`src/hw/rtl/bme_ram.sv`:
```
// Generic synchronous RAM: one write port, one read port, registered read.
// Depends on nothing; used for the register file banks and the data memory.
module bme_ram #(
   parameter int unsigned WIDTH = 8,
   parameter int unsigned DEPTH = 32
) (
   input  logic                                   clock,
   input  logic                                   we,
   input  logic [(DEPTH > 1 ? $clog2(DEPTH) : 1)-1:0] waddr,
   input  logic [WIDTH-1:0]                       wdata,
   input  logic                                   re,
   input  logic [(DEPTH > 1 ? $clog2(DEPTH) : 1)-1:0] raddr,
   output logic [WIDTH-1:0]                       rdata
);

   logic [WIDTH-1:0] mem_ff [DEPTH];
   logic [WIDTH-1:0] rdata_ff;

   // Write port.
   always_ff @(posedge clock) begin
      if (we) begin
         mem_ff[waddr] <= wdata;
      end
   end

   // Read port; the data holds until the next read.
   always_ff @(posedge clock) begin
      if (re) begin
         rdata_ff <= mem_ff[raddr];
      end
   end

   assign rdata = rdata_ff;

endmodule

```
`config.mk`:
```
export PLATFORM = sky130hd
export DESIGN_NAME = bme_ram
export DESIGN_NICKNAME = d
export VERILOG_FILES = /design/src/hw/rtl/bme_ram.sv
export SDC_FILE = /design/constraint.sdc
export NUM_CORES = 1
export LEC_CHECK = 0
export ABC_AREA = 1
export BUFFER_PORTS_ARGS = -buffer_cell sky130_fd_sc_hd__buf_2
export CAP_MARGIN = 40
export CORE_MARGIN = 10
export CORE_UTILIZATION = 55
export DETAILED_ROUTE_END_ITERATION = 8
export PLACE_DENSITY_LB_ADDON = 0.1
export SETUP_SLACK_MARGIN = 0.02
export SLEW_MARGIN = 20
export SYNTH_ARGS = -nofsm -noshare
export SYNTH_HDL_FRONTEND = slang
export SYNTH_SLANG_ARGS = --single-unit
export TNS_END_PERCENT = 30
```
`constraint.sdc`:
```
create_clock -name clock -period 2.1 [get_ports clock]
set_input_delay 0.42 -clock clock [delete_from_list [all_inputs] [get_ports clock]]
set_output_delay 0.42 -clock clock [all_outputs]
set_load 0.1 [all_outputs]
```
## Word-level counts from Yosys, hierarchy flattened

Memory sizes are Yosys's and may differ from the RTL's. A register that Yosys moved wholly into a read port is not among the register bits.
Index checks and enable logic that the tools add are counted.

- Input port bits: 21
- Memories kept: 1
- Output and inout bits: 8
- RAM bits: 256
- Register bits: 0
- Word-level logic and storage cells: 3

Memory list:

| memory | depth | bits a word | rd ports | clocked after memory_dff | write ports | RTL line | text |
|---|---|---|---|---|---|---|---|
| mem_ff | 32 | 8 | 1 | 1 | 1 | 16 | `logic [WIDTH-1:0] mem_ff [DEPTH];` |

- Muxes and demuxes: 2

Operators with widths:

| operator | count |
|---|---|
| 1-bit 2-to-1 mux | 2 |

## Logic depth before layout (Yosys ltp)

- Depth after elaboration: 2
- Mapped depth: 11
- Gate-level depth less buffers: 9

## Least setup slack after synthesis

No wires, ideal clock.

- Path type: input port to flip-flop
- Start: input port waddr[0] in the netlist's numbering
- End: memory mem_ff[0][0], enable pin
- Data required time: 1.730 ns
- Cell stages on the path: 3
- Setup slack: 0.646 ns
- Data arrival time: 1.084 ns
- Cell sequence: inv_1 nand3_1 nor2_1

RTL lines:

| what | RTL line | text |
|---|---|---|
| from (decl) | 9 | `input logic [(DEPTH > 1 ? $clog2(DEPTH) : 1)-1:0] waddr,` |
| to (decl) | 16 |  |

No word-level cell before the write port.

## Final worst setup path

- Start: register rdata_ff[4], in the netlist rdata[4], read port of mem_ff
- End: output port rdata[4]

RTL lines:

| what | RTL line | text |
|---|---|---|
| from (decl) | 17 | `logic [WIDTH-1:0] rdata_ff;` |
| to (decl) | 13 | `output logic [WIDTH-1:0] rdata` |

No word-level cell between the ends.

==> flow_metrics.py <==
metrics = {
    "pwr": {
        "irDropWorstVdd_v": 0.000688,
        "power_per_cell_area_nw_per_um2": 940,
        "p_leak_nw": 4.61,
    },
    "cts": {
        "post_cts_hold_buffer_count": 0,
        "cts_root_buffer": "sky130_fd_sc_hd__clkbuf_16",
        "worst_setup_hold_path_clk_slew_ns": 0.06,
        "postCtsSetupRepairBufs": 0,
        "numClockSinks": 264,
        "cts_buffers": 27,
        "clk_latency_ns": 0.53,
        "cts_tree": "yes",
        "cts_buffer_depth": 3,
        "cts.repair.resized": 0,
        "ctsHtreeMaxLevel": 1,
    },
    "floorplan": {
        "core_area_um2": 19500,
        "initial_utilization_pct": 55.8,
        "core.rowCount": 51,
        "num_io_pins": 29,
        "floorplan.die.height_um": 161,
        "die_width_um": 161,
        "fp.dieArea_um2": 25800,
    },
    "synthesis": {
        "synth_edf_count": 264,
        "ys_async_sr_fraction_pct": 0,
        "post_synth_inst_count": 922,
        "part_of_the_yosys_area_used_for_sequential_elements_pct": 73.0,
        "synth_area_um2": 10900,
        "yosys.cell_types.count": 11,
        "netlist.top_cell.by_area": "sky130_fd_sc_hd__edfxtp_1",
        "synth-warning-count": 0,
        "post-synth-top-area-fraction_pct": 73.0,
        "synth_ff_type": "sky130_fd_sc_hd__edfxtp_1",
        "syn_area_per_cell_um2": 11.8,
        "post_synth_main_area_contributors": "sky130_fd_sc_hd__edfxtp_1 (73%), sky130_fd_sc_hd__nand2_1 (12%), sky130_fd_sc_hd__nand3_1 (9.4%), sky130_fd_sc_hd__buf_6 (2.5%), sky130_fd_sc_hd__nor2_1 (1.1%)",
        "synth_common_cells": "sky130_fd_sc_hd__nand2_1 (360), sky130_fd_sc_hd__edfxtp_1 (264), sky130_fd_sc_hd__nand3_1 (204)",
        "syn-num-nets": 943,
        "number_of_flip_flops_and_latches_in_the_synthesized_netlist": 264,
        "synth.most_common_cell": "sky130_fd_sc_hd__nand2_1",
    },
    "global_route": {
        "grt_max_degree": 97,
        "grt_antenna_before_repair": 0,
        "grt_pass1_wl_um": 41000,
        "overflow": 0,
        "grt_use_total_pct": 20.3,
        "grt_pass1_vias": 6908,
    },
    "sta": {
        "fmax_mhz": 549,
        "fin_crit_ns": 1.82,
        "hold_violations": 0,
        "timing.final.max_slew_violations": 0,
        "worst_margin_pin_slew_ns": 0.786,
        "part_of_the_cycle_the_worst_path_needs_pct": 86.7,
        "setup_viol": 0,
        "totalNegativeSetupSlack_ns": 0,
        "max-slew-margin-rel_pct": 47.6,
        "rsz0062_at_grt": "no",
        "max_clock_skew_ns": 0.0115,
    },
    "layout": {
        "layout.nets": 997,
        "flow.area_growth_from_synthesis_pct": 12.7,
        "ant_cells": 0,
        "area_of_all_placed_cells_without_fillers_um2": 12200,
        "final_layout_size_suffix_gt1_share_pct": 11.5,
    },
    "detailed_routing": {
        "drt-total-wl_um": 26300,
        "postRouteAntennaNets": 0,
        "drt-wirelength-per-cell_um": 20.9,
        "drc": 0,
        "viasPerCell": 5.65,
        "drt_pass1_iterations": 5,
        "initial_drc_count": 832,
        "vias": 7117,
    },
    "worst_setup_path": {
        "worstPathCellList": "buf_2",
        "reg2reg_slack_ns": 0.81,
        "reg_to_reg_startpoint": "mem_ff[8][1]",
        "regToRegEndpoint": "rdata[1]",
        "crit_path_end": "rdata[4]",
        "critical_path_cell_count": 1,
        "worst_ep_required_time_ns": 1.68,
        "slowest_stage": "sky130_fd_sc_hd__buf_2",
        "worst_r2r_path_depth": 8,
        "crit_type": "reg -> out",
        "cp-start-kind": "flop",
        "critical_path_arrival_ns": 1.40,
        "timing.critical_path.buf_inv": 1,
        "critical-path-top-delay-family": "buffers and inverters",
        "startpoint": "rdata[4]",
        "worst_setup_path_end_kind": "output pin",
        "crit_fanout": 1,
        "timing.critical_path.slowest_cell_delay_ns": 0.46,
    },
    "place": {
        "hpwl_um": 15500,
        "io_buffers": 28,
        "place.gp.congestion": 0.847,
        "place_area_um2": 11400,
    },
    "min_path": {
        "hold_class": "in -> reg",
    },
    "job": {
        "max-cap-violations": 0,
    },
    "outcome": {
        "run_status": "completed",
    },
}
## report_power, final
part | switching (mW) | internal [mW] | leakage, nW
clock | 1.86 | 2.95 | 0.432
sequential | 0.0221 | 5.88 | 2.39
combinational | 0.614 | 0.190 | 1.79
total | 2.50 | 9.02 | 4.61
## cell type report
cell class	instances	area, um2
Inverter	10	38.8
Clock buffer	32	694
Clock inverter	15	191
Fill cell	1520	7210
Sequential cell	264	7930
Timing Repair Buffer	77	573
Tap cell	265	332
Multi-Input combinational cell	596	2490
## cells in the final DEF (no fill, tap or decap)
master	instances
sky130_fd_sc_hd__inv_2	1
sky130_fd_sc_hd__buf_4	45
sky130_fd_sc_hd__nand2_1	360
sky130_fd_sc_hd__clkbuf_1	5
sky130_fd_sc_hd__buf_12	5
sky130_fd_sc_hd__buf_2	27
sky130_fd_sc_hd__inv_1	8
sky130_fd_sc_hd__clkinv_1	7
sky130_fd_sc_hd__nor2_1	32
sky130_fd_sc_hd__nand3_1	204
sky130_fd_sc_hd__edfxtp_1	264
sky130_fd_sc_hd__clkinv_2	4
sky130_fd_sc_hd__clkbuf_16	27
sky130_fd_sc_hd__bufinv_16	5
## per-stage QoR
stage                     worst slack, ns  hold WS [ns]  std cells  total power, mW  util (%)
after floorplan                     0.646         0.519        922             6.53         -
after global placement              0.278         0.803       1212             6.80      58.4
after detailed placement            0.240         0.813       1212             6.82      58.4
after CTS                           0.282         0.263       1259             11.6      62.9
after global routing                0.256         0.265       1259             11.9      62.9
final                               0.280         0.284       1259             11.5      62.9
## worst min-delay path by stage
stage / startpoint / endpoint / slack, ns / cells past startpoint
CTS: re / rdata[2] / 0.26 / 1
global route: re / rdata[2] / 0.26 / 1
floorplan: wdata[0] / mem_ff[0][0] / 0.52 / 0
global placement: re / rdata[3] / 0.80 / 1
detailed placement: re / rdata[3] / 0.81 / 1
finish: re / rdata[3] / 0.28 / 1
## registers in the layout, summed over array words and instances, names as in the netlist
| register | count |
|---|---|
| mem_ff | 256 |
| rdata | 8 |
## per-layer routing
layer	global-route usage [%]	share of wire, %	vias up
met4	5.51	2.2	0
met1	28.6	43	3452
met2	31.6	46	301
met5	0	0	-
met3	4.19	8.3	51
li1	-	-	3313
## cell families (layout without fill, tap and decap cells)
| group | after synthesis | count (layout) | synth area share [%] |
|---|---|---|---|
| buffers and inverters | 62 | 134 | 4.11 |
| flip-flops | 264 | 264 | 73.0 |
| AND/OR/NAND/NOR | 596 | 596 | 22.9 |
No activity file was read; power rests on OpenSTA's default activity.
