$ cat config.mk
export PLATFORM = sky130hd
export DESIGN_NAME = bme_decode
export DESIGN_NICKNAME = d
export VERILOG_FILES = /design/src/hw/rtl/bme_pkg.sv /design/src/hw/rtl/bme_decode.sv
export SDC_FILE = /design/constraint.sdc
export NUM_CORES = 1
export LEC_CHECK = 0
export ABC_AREA = 0
export BUFFER_PORTS_ARGS = -buffer_cell sky130_fd_sc_hd__buf_2
export CAP_MARGIN = 30
export CORE_AREA = 2 2 57 112
export DETAILED_ROUTE_END_ITERATION = 6
export DIE_AREA = 0 0 59 114
export GPL_TIMING_DRIVEN = 0
export PLACE_DENSITY = 0.63
export RECOVER_POWER = 100
export SLEW_MARGIN = 20
export SYNTH_ARGS = -nofsm -noshare
export SYNTH_HDL_FRONTEND = slang
export SYNTH_SLANG_ARGS = --single-unit
$ cat constraint.sdc
create_clock -name vclk -period 2.78
set_clock_uncertainty 0.1 [all_clocks]
set_input_delay 0.417 -clock vclk [all_inputs]
set_output_delay 0.417 -clock vclk [all_outputs]
set_load 0.01 [all_outputs]
$ cat src/hw/rtl/bme_pkg.sv
// Shared types and constants of the byte machine instruction execute block.
// Holds the item structs, command, opcode, status and register index codes.
// No dependencies; every other file of the block but bme_ram imports this package.
package bme_pkg;

   // Program space length; pc + 1 wraps at this bound.
   localparam int unsigned PROGRAM_WORDS = 1024;

   // Configuration registers.
   localparam int unsigned CSR_DATA_W = 10;
   localparam logic [0:0] CSR_REG_COUNT = 1'b0;
   localparam logic [0:0] CSR_RAM_SIZE  = 1'b1;
   localparam logic [5:0] REG_COUNT_RESET = 6'd32;
   localparam logic [9:0] RAM_SIZE_RESET  = 10'd512;

   // Command codes; codes above CMD_READ_RAM are unknown.
   localparam logic [2:0] CMD_EXEC     = 3'd0;
   localparam logic [2:0] CMD_LOAD_REG = 3'd1;
   localparam logic [2:0] CMD_LOAD_RAM = 3'd2;
   localparam logic [2:0] CMD_READ_REG = 3'd3;
   localparam logic [2:0] CMD_READ_RAM = 3'd4;

   // Opcodes; anything above OP_STOREI is unknown.
   localparam logic [7:0] OP_AND    = 8'd0;
   localparam logic [7:0] OP_OR     = 8'd1;
   localparam logic [7:0] OP_ADD    = 8'd2;
   localparam logic [7:0] OP_MUL    = 8'd3;
   localparam logic [7:0] OP_XOR    = 8'd4;
   localparam logic [7:0] OP_PRINT  = 8'd5;
   localparam logic [7:0] OP_SLEEP  = 8'd6;
   localparam logic [7:0] OP_LOAD   = 8'd7;
   localparam logic [7:0] OP_STORE  = 8'd8;
   localparam logic [7:0] OP_JNE    = 8'd9;
   localparam logic [7:0] OP_LOADI  = 8'd10;
   localparam logic [7:0] OP_STOREI = 8'd11;

   // Result status codes.
   localparam logic [1:0] ST_OK     = 2'd0;
   localparam logic [1:0] ST_BAD_OP = 2'd1;
   localparam logic [1:0] ST_RANGE  = 2'd2;

   // One input item.
   typedef struct packed {
      logic [2:0] command;
      logic [7:0] opcode;
      logic [7:0] operand_a;
      logic [7:0] operand_b;
      logic [7:0] operand_c;
      logic [8:0] load_address;
      logic [7:0] load_data;
   } req_type;

   // One result item.
   typedef struct packed {
      logic [9:0] next_pc;
      logic       print_valid;
      logic [7:0] print_byte;
      logic       sleep_valid;
      logic [7:0] sleep_seconds;
      logic [7:0] read_data;
      logic [1:0] status;
   } rsp_type;

   // Decoded item, from the accept stage to the execute stage.
   typedef struct packed {
      req_type    req;
      logic [1:0] status;
      logic       rd_x;
      logic [8:0] x_idx;
      logic       rd_y;
      logic [8:0] y_idx;
      logic       wr_reg;
      logic [8:0] w_idx;
   } dec_type;

   // Executed item, from the execute stage to the writeback stage.
   typedef struct packed {
      rsp_type    rsp;
      logic       reg_we;
      logic       reg_from_mem;
      logic [8:0] reg_widx;
      logic [7:0] reg_wdata;
      logic       mem_we;
      logic       mem_to_rsp;
      logic [8:0] mem_addr;
      logic [7:0] mem_wdata;
   } exe_type;

endpackage

$ cat src/hw/rtl/bme_decode.sv
// Accept-stage decode: range checks, register read ports and write target.
// Depends on bme_pkg.
module bme_decode
   import bme_pkg::*;
#(
   parameter int unsigned REGISTERS    = 32,
   parameter int unsigned MEMORY_BYTES = 512
) (
   input  req_type    req,
   input  logic [5:0] reg_count,
   input  logic [9:0] ram_size,
   output dec_type    dec
);

   localparam logic [12:0] RegMax = 13'(REGISTERS);
   localparam logic [12:0] MemMax = 13'(MEMORY_BYTES);

   function automatic logic reg_ok(input logic [8:0] idx, input logic [5:0] count);
      reg_ok = ({3'b000, count} > idx) && (13'(idx) < RegMax);
   endfunction

   function automatic logic ram_ok(input logic [8:0] adr, input logic [9:0] size);
      ram_ok = (size > {1'b0, adr}) && (13'(adr) < MemMax);
   endfunction

   logic [8:0] a_idx;
   logic [8:0] b_idx;
   logic [8:0] c_idx;
   logic       alu_op;
   logic       need_b;
   logic       need_c;
   logic       ok;

   assign a_idx = {1'b0, req.operand_a};
   assign b_idx = {1'b0, req.operand_b};
   assign c_idx = {1'b0, req.operand_c};

   // Status from opcode, command, every register index the item uses and the RAM address of a RAM command.
   always_comb begin
      alu_op = (req.opcode <= OP_XOR);
      need_c = alu_op;
      need_b = alu_op || (req.opcode == OP_LOAD) || (req.opcode == OP_STORE) ||
               (req.opcode == OP_JNE);
      dec.status = ST_OK;
      unique case (req.command)
         CMD_EXEC: begin
            if (req.opcode > OP_STOREI) begin
               dec.status = ST_BAD_OP;
            end else if (!reg_ok(a_idx, reg_count) ||
                         (need_b && !reg_ok(b_idx, reg_count)) ||
                         (need_c && !reg_ok(c_idx, reg_count))) begin
               dec.status = ST_RANGE;
            end
         end
         CMD_LOAD_REG, CMD_READ_REG: begin
            if (!reg_ok(req.load_address, reg_count)) begin
               dec.status = ST_RANGE;
            end
         end
         CMD_LOAD_RAM, CMD_READ_RAM: begin
            if (!ram_ok(req.load_address, ram_size)) begin
               dec.status = ST_RANGE;
            end
         end
         default: begin
            dec.status = ST_BAD_OP;
         end
      endcase
      ok = (dec.status == ST_OK);

      // Port X carries operand b (or the read address), port Y operand c or a.
      dec.req   = req;
      dec.x_idx = (req.command == CMD_READ_REG) ? req.load_address : b_idx;
      dec.y_idx = alu_op ? c_idx : a_idx;
      dec.rd_x  = ok && (((req.command == CMD_EXEC) && need_b) ||
                         (req.command == CMD_READ_REG));
      dec.rd_y  = ok && (req.command == CMD_EXEC) && (req.opcode != OP_LOAD) &&
                  (req.opcode != OP_LOADI);

      // Register that this item may write; a later LOAD fault only drops it.
      dec.w_idx  = (req.command == CMD_EXEC) ? a_idx : req.load_address;
      dec.wr_reg = ok && (((req.command == CMD_EXEC) &&
                           (alu_op || (req.opcode == OP_LOAD) ||
                            (req.opcode == OP_LOADI))) ||
                          (req.command == CMD_LOAD_REG));
   end

endmodule

Word-level counts from Yosys, hierarchy flattened
Cells that the tools add are included.
{"block": "word_totals", "ff_bits": 0, "latchBits": 0, "ramBits": 0, "romBits": 0, "in_bits": 68, "out_inout_bits": 84, "elab_cells": 57, "n_memories": 0}
{"block": "classes", "n_addsub": 0, "multipliers": 0, "n_div": 0, "n_lt_le_gt_ge": 11, "n_eq_ne": 10, "shifts": 0, "mux": 8, "n_bitwise": 0, "reduce_logical": 28}
{"op": "$eq 8x4->1 const B", "n": 3}
{"op": "$gt 6x8->1", "n": 3}
{"op": "$lt 8x6->1 const B", "n": 3}
{"op": "$mux 9", "n": 2}
{"op": "$logic_and 1x1->1", "n": 13}
{"op": "$gt 10x9->1", "n": 1}
{"op": "$gt 6x9->1", "n": 1}
{"op": "$lt 9x6->1 const B", "n": 1}
{"op": "$eq 8x3->1 const B", "n": 1}
{"op": "$gt 8x4->1 const B", "n": 1}
{"op": "$le 8x3->1 const B", "n": 1}
{"op": "$logic_or 1x1->1", "n": 8}
{"op": "$mux 2", "n": 4}
{"op": "$mux 8", "n": 1}
{"op": "$ne 8x3->1 const B", "n": 1}
{"op": "$ne 8x4->1 const B", "n": 1}
{"op": "$eq 3x2->1 const B", "n": 2}
{"op": "$pmux 2 s3", "n": 1}
{"op": "$reduce_or 2->1", "n": 2}
{"op": "$eq 3x1->1 const B", "n": 1}
{"op": "$eq 3x3->1 const B", "n": 1}
{"op": "$logic_not 1->1", "n": 3}
{"op": "$logic_not 3->1", "n": 1}
{"op": "$logic_not 2->1", "n": 1}

Logic depth before layout (Yosys ltp)
{"block": "depth", "ltp_word": 14, "mapped_depth": 8, "depth_no_buf": 8}

Worst setup path before layout
OpenSTA, ideal clock, no wires.
{"block": "synth_timing", "kind": "in2out", "from": "in req[30] (netlist bit)", "to": "out dec[19] (netlist bit)", "arrival_ns": 1.910, "t_required_ns": 2.263, "path_slack_ns": 0.353, "path_stages": 8, "path_buffers": 0, "path_cell_list": "inv_1 -> ha_1 -> and4_1 -> o21ai_1 -> o211ai_1 -> a31oi_1 -> o311a_4 -> nor4_2"}
{"element": "start, declared", "line_no": "bme_decode.sv:9", "source": "input req_type req,"}
{"element": "end, declared", "line_no": "bme_decode.sv:12", "source": "output dec_type dec"}

==> impl_metrics.json <==
{
  "status": "completed",
  "crit_top_cell": "buf_2",
  "critPathMaxStageDelay_ps": 400,
  "critPathSlowestCell": "o311a_4",
  "yosysTopAreaCell": "ha_1",
  "end_kind": "output port",
  "multi_input_area_um2": 1250,
  "die_w_um": 59,
  "max_freq_mhz": 367,
  "netlist_top_cells_count": "53 x buf_4, 33 x ha_1, 28 x inv_1, 28 x nand2_1, 19 x o21ai_0",
  "setup_slack_ps": 58.7,
  "fillCellCount": 707,
  "critical_path.cell_chain": "buf_2 -> inv_2 -> ha_4 -> and4_4 -> o21ai_1 -> o211ai_1 -> a31oi_1 -> o311a_4 -> nor3_1 -> buf_2",
  "arrival_ps": 2200,
  "ant_nets": 0,
  "clockBufferCount": 0,
  "n_antenna_cell": 0,
  "fin_crit_sh_pct": 97.9,
  "regArea_um2": 0,
  "via_count": 2102,
  "drive_above_1_share_pct": 35.3,
  "dieArea_um2": 6730,
  "initial_core_util_pct": 29.0,
  "design.seq.count": 0,
  "rows": 40,
  "p_leak_nw": 1.27,
  "worstPathRequired_ps": 2260,
  "holdWs_ps": 940,
  "grt.total_usage_pct": 14.6,
  "drt_wl_total_mm": 5.35,
  "maxCapViolations": 0,
  "ys_warn_count": 0,
  "slew_headroom_pct": 59.7,
  "netlist.area_leader.share_pct": 24.1,
  "port_buffers": 143,
  "setup-tns-final_ps": 0,
  "area_growth_syn_to_layout_pct": 44.6,
  "synthTopCellsByArea": "ha_1 24%, buf_4 23%, inv_1 6.1%",
  "yosysSeqAreaShare_pct": 0,
  "grt_pass1_vias": 1820,
  "synthesis.nets": 351,
  "yosysMostFrequentCell": "buf_4",
  "pin_count": 152,
  "drv_slew": 0,
  "hold_viol": 0,
  "route.detailed.wl_per_inst_um": 11.7,
  "finalCriticalPeriod_ps": 2720,
  "hold_path_class": "primary input to output port",
  "grt_overflow": 0,
  "grt_max_degree": 11,
  "postSynthAreaPerCell_um2": 6.86,
  "die_y_um": 114,
  "power.density_nw_per_um2": 154,
  "tightest_slew_ps": 599,
  "yosysUniqueCellTypes": 41,
  "fin_nets": 497,
  "irDropWorstVdd_v": 0.0000626,
  "min_from": "req[4]",
  "grt_setup_unrepaired": "yes",
  "syn_area_um2": 1720,
  "first_iter_violations": 52,
  "holdPathEnd": "dec[36]",
  "dp_hpwl_mm": 4.81,
  "critPathKind": "primary input to output port",
  "whs_path_depth": 2,
  "setup_violations": 0,
  "worst_setup_path_start_kind": "primary input",
  "grt_pass1_wl_mm": 8.06,
  "coreArea_um2": 5910,
  "postCtsHoldBufs": 0,
  "drc": 0,
  "cp_max_fo": 4,
  "firstDrtPassIters": 4,
  "pre_cts_ws_ps": -83.9,
  "dp.cells": 456,
  "vias_per_cell": 4.60,
  "finalNonFillerCells": 457,
  "gp_congestion": 0.771,
  "syn_inst": 250,
  "grt_antenna_before_repair": 0
}
## power breakdown
group	switching [mW]	internal [mW]	total (mW)
Sequential	0	0	0
Combinational	0.202	0.181	0.383
Clock	0	0	0
## routing by layer
metal  wire length [um]  vias up  GRT usage [%]
met1               2200      888           18.0
met4                  0        0              0
met3                434        0           1.02
li1                   -     1115              -
met5                  0        -              0
met2               2720       99           28.4
## critical path: cells and delay by family
kind / cells / cell delay (ps)
AO/OA/AOI/OAI: 4 / 730
buffers and inverters: 3 / 360
adder cells (fa/ha/maj): 1 / 270
AND/OR/NAND/NOR: 2 / 420
## through the flow
| step | area, um2 | utilization, % | total power [mW] |
|---|---|---|---|
| 2_1_floorplan | 1720 | - | 0.221 |
| 3_3_place_gp | 2510 | 42.5 | 0.385 |
| 3_5_place_dp | 2510 | 42.5 | 0.388 |
| 4_1_cts | 2530 | 42.8 | 0.394 |
| 5_1_grt | 2480 | 42.0 | 0.431 |
| 6_report | 2480 | 42.0 | 0.383 |
## cell type report
type               count  area share [%]
multi-input cells    166            50.6
repair buffers       144            25.4
plain buffers         56            16.5
inverters             28            4.24
well taps             63            3.18
## worst max path at each step
stage / depth (start not counted) / endpoint / slack, ps / start
6_report: 10 / dec[29] / 60 / req[30]
5_1_grt: 10 / dec[29] / -40 / req[30]
4_1_cts: 10 / dec[31] / 0.8 / req[9]
3_5_place_dp: 10 / dec[19] / -80 / req[30]
3_3_place_gp: 10 / dec[19] / -90 / req[30]
2_1_floorplan: 8 / dec[19] / 350 / req[30]
## what timing repair did
item | 4_1_cts | 5_1_grt
buffers inserted | 1 | 0
endpoints found under the setup margin | 4 | 4
pin swaps | 4 | 8
resized for setup | 2 | 6
cloned | 0 | 0
## layout by cell type, fill, tap and decap left out, types with 5 or more instances in the layout
cell type  count
buf_4         54
o21ai_1        8
nand2_1       28
a21oi_1       10
ha_1          29
buf_2         69
clkbuf_1      76
nor2_1         9
o211ai_1       5
nand4_1        5
inv_1         26
o21ai_0       19
## logic make-up (layout without fill, tap and decap cells)
logic type / after synthesis / after routing / synth area share [%]
simple gates: 67 / 67 / 20.1
xor+xnor: 1 / 1 / 0.511
compound gates: 59 / 59 / 21.8
mux: 5 / 5 / 3.28
other cells: 1 / 1 / 0.219
fa+ha+maj: 33 / 33 / 24.1
buf+inv: 84 / 228 / 30.1
Note: power is estimated with default switching activity, not from simulation.
