--- config.mk ---
export PLATFORM = sky130hd
export DESIGN_NAME = bme_execute
export DESIGN_NICKNAME = d
export VERILOG_FILES = /design/src/hw/rtl/bme_pkg.sv /design/src/hw/rtl/bme_execute.sv
export SDC_FILE = /design/constraint.sdc
export NUM_CORES = 1
export LEC_CHECK = 0
export ABC_AREA = 1
export BUFFER_PORTS_ARGS = -buffer_cell sky130_fd_sc_hd__buf_2
export CORE_ASPECT_RATIO = 0.8
export CORE_MARGIN = 5
export CORE_UTILIZATION = 53
export DETAILED_ROUTE_END_ITERATION = 12
export PLACE_DENSITY = 0.95
export SYNTH_ARGS = -nofsm -noshare
export SYNTH_HDL_FRONTEND = slang
export SYNTH_SLANG_ARGS = --single-unit
--- constraint.sdc ---
create_clock -name vclk -period 8.5
set_clock_uncertainty 0.2 [all_clocks]
set_input_delay 1.7 -clock vclk [all_inputs]
set_output_delay 1.7 -clock vclk [all_outputs]
set_load 0.01 [all_outputs]
--- src/hw/rtl/bme_pkg.sv ---
// Shared types and constants of the byte machine instruction execute block.
// Holds the item structs, command, opcode, status and register index codes.
// No dependencies; every other file of the block but bme_ram imports this package.
package bme_pkg;

   // Program space length; pc + 1 wraps at this bound.
   localparam int unsigned PROGRAM_WORDS = 1024;

   // Configuration registers.
   localparam int unsigned CSR_DATA_W = 10;
   localparam logic [0:0] CSR_REG_COUNT = 1'b0;
   localparam logic [0:0] CSR_RAM_SIZE  = 1'b1;
   localparam logic [5:0] REG_COUNT_RESET = 6'd32;
   localparam logic [9:0] RAM_SIZE_RESET  = 10'd512;

   // Command codes; codes above CMD_READ_RAM are unknown.
   localparam logic [2:0] CMD_EXEC     = 3'd0;
   localparam logic [2:0] CMD_LOAD_REG = 3'd1;
   localparam logic [2:0] CMD_LOAD_RAM = 3'd2;
   localparam logic [2:0] CMD_READ_REG = 3'd3;
   localparam logic [2:0] CMD_READ_RAM = 3'd4;

   // Opcodes; anything above OP_STOREI is unknown.
   localparam logic [7:0] OP_AND    = 8'd0;
   localparam logic [7:0] OP_OR     = 8'd1;
   localparam logic [7:0] OP_ADD    = 8'd2;
   localparam logic [7:0] OP_MUL    = 8'd3;
   localparam logic [7:0] OP_XOR    = 8'd4;
   localparam logic [7:0] OP_PRINT  = 8'd5;
   localparam logic [7:0] OP_SLEEP  = 8'd6;
   localparam logic [7:0] OP_LOAD   = 8'd7;
   localparam logic [7:0] OP_STORE  = 8'd8;
   localparam logic [7:0] OP_JNE    = 8'd9;
   localparam logic [7:0] OP_LOADI  = 8'd10;
   localparam logic [7:0] OP_STOREI = 8'd11;

   // Result status codes.
   localparam logic [1:0] ST_OK     = 2'd0;
   localparam logic [1:0] ST_BAD_OP = 2'd1;
   localparam logic [1:0] ST_RANGE  = 2'd2;

   // One input item.
   typedef struct packed {
      logic [2:0] command;
      logic [7:0] opcode;
      logic [7:0] operand_a;
      logic [7:0] operand_b;
      logic [7:0] operand_c;
      logic [8:0] load_address;
      logic [7:0] load_data;
   } req_type;

   // One result item.
   typedef struct packed {
      logic [9:0] next_pc;
      logic       print_valid;
      logic [7:0] print_byte;
      logic       sleep_valid;
      logic [7:0] sleep_seconds;
      logic [7:0] read_data;
      logic [1:0] status;
   } rsp_type;

   // Decoded item, from the accept stage to the execute stage.
   typedef struct packed {
      req_type    req;
      logic [1:0] status;
      logic       rd_x;
      logic [8:0] x_idx;
      logic       rd_y;
      logic [8:0] y_idx;
      logic       wr_reg;
      logic [8:0] w_idx;
   } dec_type;

   // Executed item, from the execute stage to the writeback stage.
   typedef struct packed {
      rsp_type    rsp;
      logic       reg_we;
      logic       reg_from_mem;
      logic [8:0] reg_widx;
      logic [7:0] reg_wdata;
      logic       mem_we;
      logic       mem_to_rsp;
      logic [8:0] mem_addr;
      logic [7:0] mem_wdata;
   } exe_type;

endpackage

--- src/hw/rtl/bme_execute.sv ---
// Execute stage: ALU, jump, RAM address checks and the result fields.
// Depends on bme_pkg; register operands arrive from the register file banks.
module bme_execute
   import bme_pkg::*;
#(
   parameter int unsigned MEMORY_BYTES = 512
) (
   input  dec_type    dec,
   input  logic [7:0] x_data,
   input  logic [7:0] y_data,
   input  logic [9:0] pc,
   input  logic [9:0] ram_size,
   output exe_type    exe
);

   localparam logic [12:0] MemMax = 13'(MEMORY_BYTES);
   localparam logic [12:0] PcWrap = 13'(PROGRAM_WORDS);

   function automatic logic ram_ok(input logic [8:0] adr, input logic [9:0] size);
      ram_ok = (size > {1'b0, adr}) && (13'(adr) < MemMax);
   endfunction

   logic [12:0] pc_inc;
   logic [9:0]  pc_next;
   logic [15:0] product;
   logic [8:0]  x_addr;
   logic [8:0]  y_addr;

   // Sequential pc; pc stays below the wrap bound, so one subtract is enough.
   always_comb begin
      pc_inc = 13'(pc) + 13'd1;
      if (pc_inc >= PcWrap) begin
         pc_inc = pc_inc - PcWrap;
      end
      pc_next = pc_inc[9:0];
   end

   assign product = 16'(x_data) * 16'(y_data);
   assign x_addr  = {1'b0, x_data};
   assign y_addr  = {1'b0, y_data};

   // Instruction and command effects.
   always_comb begin
      exe              = '0;
      exe.rsp.status   = dec.status;
      exe.rsp.next_pc  = pc;
      exe.reg_widx     = dec.w_idx;
      exe.mem_addr     = dec.req.load_address;
      exe.mem_wdata    = dec.req.load_data;
      if (dec.status == ST_OK) begin
         unique case (dec.req.command)
            CMD_EXEC: begin
               exe.rsp.next_pc = pc_next;
               unique case (dec.req.opcode)
                  OP_AND: begin
                     exe.reg_we    = 1'b1;
                     exe.reg_wdata = x_data & y_data;
                  end
                  OP_OR: begin
                     exe.reg_we    = 1'b1;
                     exe.reg_wdata = x_data | y_data;
                  end
                  OP_ADD: begin
                     exe.reg_we    = 1'b1;
                     exe.reg_wdata = x_data + y_data;
                  end
                  OP_MUL: begin
                     exe.reg_we    = 1'b1;
                     exe.reg_wdata = product[7:0];
                  end
                  OP_XOR: begin
                     exe.reg_we    = 1'b1;
                     exe.reg_wdata = x_data ^ y_data;
                  end
                  OP_PRINT: begin
                     exe.rsp.print_valid = 1'b1;
                     exe.rsp.print_byte  = y_data;
                  end
                  OP_SLEEP: begin
                     exe.rsp.sleep_valid   = 1'b1;
                     exe.rsp.sleep_seconds = y_data;
                  end
                  OP_LOAD: begin
                     exe.mem_addr = x_addr;
                     if (ram_ok(x_addr, ram_size)) begin
                        exe.reg_we       = 1'b1;
                        exe.reg_from_mem = 1'b1;
                     end else begin
                        exe.rsp.status  = ST_RANGE;
                        exe.rsp.next_pc = pc;
                     end
                  end
                  OP_STORE: begin
                     exe.mem_addr  = x_addr;
                     exe.mem_wdata = y_data;
                     if (ram_ok(x_addr, ram_size)) begin
                        exe.mem_we = 1'b1;
                     end else begin
                        exe.rsp.status  = ST_RANGE;
                        exe.rsp.next_pc = pc;
                     end
                  end
                  OP_JNE: begin
                     if (y_data != x_data) begin
                        exe.rsp.next_pc = {2'b00, dec.req.operand_c};
                     end
                  end
                  OP_LOADI: begin
                     exe.reg_we    = 1'b1;
                     exe.reg_wdata = dec.req.operand_b;
                  end
                  OP_STOREI: begin
                     exe.mem_addr  = y_addr;
                     exe.mem_wdata = dec.req.operand_b;
                     if (ram_ok(y_addr, ram_size)) begin
                        exe.mem_we = 1'b1;
                     end else begin
                        exe.rsp.status  = ST_RANGE;
                        exe.rsp.next_pc = pc;
                     end
                  end
                  default: begin
                     exe.rsp.next_pc = pc;
                  end
               endcase
            end
            CMD_LOAD_REG: begin
               exe.reg_we    = 1'b1;
               exe.reg_wdata = dec.req.load_data;
            end
            CMD_LOAD_RAM: begin
               exe.mem_we = 1'b1;
            end
            CMD_READ_REG: begin
               exe.rsp.read_data = x_data;
            end
            CMD_READ_RAM: begin
               exe.mem_to_rsp = 1'b1;
            end
            default: begin
               exe.rsp.status = ST_BAD_OP;
            end
         endcase
      end
   end

endmodule

**Yosys cells after proc, flatten, opt, wreduce, memory -nomap -nowiden**

Index checks and enable logic that the tools add are counted.

- Output and inout bits: 76
- Logic and storage cells: 63
- Input port bits: 120
- Bits in registers: 0

- $mul: 1
- $add $sub $neg: 3
- Bitwise operators: 3
- Multiplexer cells: 30
- Eq/ne operators: 16
- Order comparisons: 3
- Reductions and logical operators: 7

Operators with widths:

| cell | number |
|---|---|
| $pmux 8 s6 | 1 |
| $mux 10 | 4 |
| $mux 40 | 1 |
| $pmux 10 s4 | 1 |
| $eq 8x3->1 const B | 4 |
| $eq 8x4->1 const B | 4 |
| $pmux 8 s2 | 2 |
| $mux 28 | 1 |
| $mux 27 | 1 |
| $gt 10x8->1 | 2 |
| $mux 9 | 2 |
| $pmux 9 s2 | 1 |
| $mux 17 | 1 |
| $eq 8x2->1 const B | 2 |
| $add 10x1->11 const B | 1 |
| $ge 11x11->1 const B | 1 |
| $sub 10x1->10 const B | 1 |
| $add 8x8->8 | 1 |
| $and 8x8->8 | 1 |
| $eq 8x1->1 const B | 1 |
| $logic_not 8->1 | 1 |
| $mul 8x8->8 | 1 |
| $mux 8 | 1 |
| $ne 8x8->1 | 1 |
| other kinds (15) | 26 |

**Depth between registers and ports, before layout**

- Depth after elaboration: 7
- Gate-level depth with buffers: 24
- Gate-level depth less buffers: 24

**Least setup slack after synthesis**

No wires, ideal clock.

- Path kind: input -> output
- Start point: input y_data[2]
- End point: output exe[26] in the netlist's numbering
- Path buffers: 1
- Arrival time: 5,143 ps
- Stages: 19
- Path slack: 1,457 ps
- Required time: 6,600 ps
- Path through: clkbuf_1 nand2_1 fa_1 fa_1 inv_1 fa_1 inv_1 fa_1 inv_1 ha_1 nand2_1 nand2_1 a31oi_1 inv_1 nand3_1 nand3_1 nand2_1 nand2_1 a21oi_1

RTL lines:

| item | RTL line | text |
|---|---|---|
| from (decl) | bme_execute.sv:10 | `input logic [7:0] y_data,` |
| to (decl) | bme_execute.sv:13 | `output exe_type exe` |

==> impl_summary.md <==
Worst setup path
The category of the most critical setup path is in2out. The cell type of the slowest stage on the worst timing path is fa_1. STA classifies the critical path startpoint as an input pin. The critical-path maximum fanout is 10.

In this design, the stage delay of the slowest critical-path cell is 0.57 ns. STA puts the critical path data required time at 6.60 ns. The count of buffer and inverter cells on the critical path is 6. By instance count, the cell type seen most on the critical path is nand2_1. The kind of end point of the critical path is a primary output. The critical path crosses 20 cells after its start point. The critical path data arrival time is 5.69 ns. The largest delay contributor family on the critical path is adder cells.

Traced cell by cell, the critical path runs through buf_2 -> nand2_1 -> fa_1 -> fa_1 -> inv_1 -> fa_1 -> inv_1 -> fa_1 -> inv_1 -> ha_1 -> nand2_1 -> nand2_1 -> a31oi_1 -> inv_1 -> nand3_1 -> nand3_1 -> nand2_1 -> nand2_1 -> a21oi_1 -> buf_2.

Routing
The via count is 4986. The count of TritonRoute iterations in the first routing pass is 5. The number of violations reported at the end of detailed-routing iteration 0 is 467.

The wire length after detailed routing is 13.8 mm. Dividing the detail-routed via count by the number of cells gives 5.41. For this run, design rule violations remaining after detail routing come to 0. After detailed routing, the average wire length per cell comes to 14.9 um. Once detail routing completed, the nets flagged for antenna violations numbered 0.

Layout
The total number of sequential cells is 0. Relative to the synthesized area, the layout overhead comes to 18.7%. After layout, the clock buffer instance count stands at 0. The number of nets in the layout is 1018.

In the final layout, the share of cells above drive strength 1 is 22.7%. The repair_antennas step left the layout with diodes totalling 0. The finished cells cover 4580 um2. Summing all flip-flop and latch instances after layout gives 0 um2. Leaving out fill and tap cells, the most frequent cell in the layout is nand2_1. The layout has 687 filler cells. The library cells used most frequently in the layout, excluding fill and tap cells, are nand2_1, buf_2, inv_1. Summing all multi-input logic gate instances after layout gives 3160 um2.

Yosys
The total standard cell area after synthesis is 3860 um2. Counting every instance in the synthesized netlist gives 706. Sequential elements use 0% of the synthesized area. The average instance area after synthesis is 5.47 um2. For this run, the number of Yosys warnings is 0. The number of library cell types mapped by synthesis is 40. The synthesized netlist net count is 888.

Floorplanning
The initial utilization of the core area, before any placement, comes to 55.2%. In this run the horizontal extent of the chip is 105 um. The die area is 9100 um2. After floorplanning, the core was sized to cover 6990 um2. The I/O pin total is 196. From bottom edge to top edge, the die measures 86.3 um.

The floorplan has 27 rows.

Timing
Of the available clock period, the critical path in the final layout requires 89.3%. Setup repair after global routing left no endpoint under its margin. The final number of hold-violating endpoints is 0. The normalized max-slew margin is 33.2%. The routed design could run at a clock period as short as 7.59 ns.

The final-report setup violation count is 0. The top achievable clock speed is 0.132 GHz. The sum of negative setup slack is 0 ns. The slew of the pin with the lowest slew margin is 0.998 ns.

The number of max-slew violations in the final report came to 0.

Global routing
The number of antenna violations at the first check in global routing came to 0. The via count of the first global-routing pass was 4536. The largest net degree at the start of global routing is 22. For this run the aggregate overflow at the end of global routing stands at 0. Global routing used 28.7% of the available tracks across all layers. The first global-routing pass estimated 21.9 mm of wire.

Min path
Counting instances, the worst hold path has a depth of 0. The worst hold-check path type is in2out. The path with the worst hold slack has its endpoint at exe[27].

In this run the most critical hold path is launched from dec[0].

Power
Sequential cells account for 0% of the total power. VDD sags by at most 29.6 uV. The power density of the placed cells is 49.8 nW/um2.

The switching power is 144 uW. The clock share of power is 0%. The relative contribution of combinational cells to total power is 100.0%. The net switching share of the total power is 63.0%. The leakage power is 2.92 nW. The internal portion of the total power is 84.3 uW.

Run status
The flow ran to the end, and the final reports show no timing, DRC or antenna violations.

Placement
Summing all placed instances gives a cell area of 4580 um2. Port buffering added 149 buffers. Detailed placement ended at an HPWL of 11.5 mm.

Routability-driven placement finished with a final weighted congestion of 1.03.

Clocking
The number of buffers inserted to repair setup after CTS is 0. Once the clock tree was built, the resizer swapped 0 gates to a different size. The number of buffers inserted for hold repair after clock tree synthesis is 0.

Flow run
The number of max-cap violations is 0.
==> cells by family (layout without fill, tap and decap cells) <==
group	count (synthesis)	in the layout	synth area share [%]
adders and majority gates	62	62	22.6
buffers and inverters	173	301	18.2
xor gates and xnor gates	10	10	2.27
and+or+nand+nor	353	353	40.4
AOI/OAI and AO/OA	108	108	16.5
==> cells in the mapped netlist <==
cell type    n  area (um2)
nand2_4      2        22.5
nor2_4       6        67.6
o22ai_1     14        87.6
nor3_2       1        10.0
buf_4       10        75.1
xnor2_1      3        26.3
nor3_4       1        16.3
o21ai_0     36         180
nand2_8      1        20.0
or2_2        1        6.26
nor2_2       4        25.0
buf_2        6        30.0
o211ai_1     7        52.6
o31ai_1      2        15.0
a21oi_1     26         130
a21oi_2      1        8.76
o21bai_1     2        15.0
inv_2       13        48.8
inv_1      137         514
ha_1        49         613
o2111ai_1    3        26.3
clkinv_1     2        7.51
buf_6        1        11.3
xor2_1       7        61.3
nand3_1     36         180
nor3_1      17        85.1
a22oi_1      8        60.1
clkbuf_1     4        15.0
nor2_8       1        20.0
nand2_1    214         803
a31oi_1      2        12.5
nand4_2      1        12.5
fa_1        13         260
nor2_1      54         203
a21o_1       3        22.5
nand2_2      8        50.1
o221ai_1     2        17.5
nand4_1      5        31.3
o21ai_1      2        10.0
nor4_1       1        6.26
==> routing by layer <==
| layer | vias to the layer above | wire length, um | track usage, % |
|---|---|---|---|
| li1 | 2475 | - | - |
| met1 | 2168 | 5930 | 41.1 |
| met2 | 317 | 5830 | 44.9 |
| met3 | 26 | 1670 | 4.17 |
| met4 | 0 | 323 | 7.39 |
| met5 | - | 0 | 0 |
==> layout make-up <==
cell class                      count  area share, %
Timing Repair Buffer              149           16.3
Tap cell                           87           2.38
Inverter                          152           12.4
Multi-Input combinational cell    533           68.9
==> power by group through the flow <==
stage	clock, mW	sequential (mW)	combinational [mW]
after floorplan	0	0	0.150
after global placement	0	0	0.215
after detailed placement	0	0	0.222
after CTS	0	0	0.224
after global routing	0	0	0.258
final	0	0	0.228
==> how the worst max path moves through the flow <==
stage | start | slack [ns] | to
6_report | x_data[1] | 0.91 | exe[26]
5_1_grt | x_data[1] | 0.70 | exe[26]
4_1_cts | x_data[1] | 0.96 | exe[26]
3_5_place_dp | x_data[1] | 0.96 | exe[26]
3_3_place_gp | x_data[1] | 1.04 | exe[26]
2_1_floorplan | y_data[2] | 1.46 | exe[26]
==> per-stage QoR <==
stage                     util, %  setup slack (ns)  hold WS [ns]  power [mW]  std cells
final                        65.5             0.912          3.20       0.228        921
after global routing         65.5             0.704          3.20       0.258        921
after CTS                    65.5             0.963          3.20       0.224        921
after detailed placement     65.5             0.961          3.20       0.222        921
after global placement       65.5              1.04          3.20       0.215        921
after floorplan                 -              1.46          3.29       0.150        706
No activity file was read; power rests on OpenSTA's default activity.
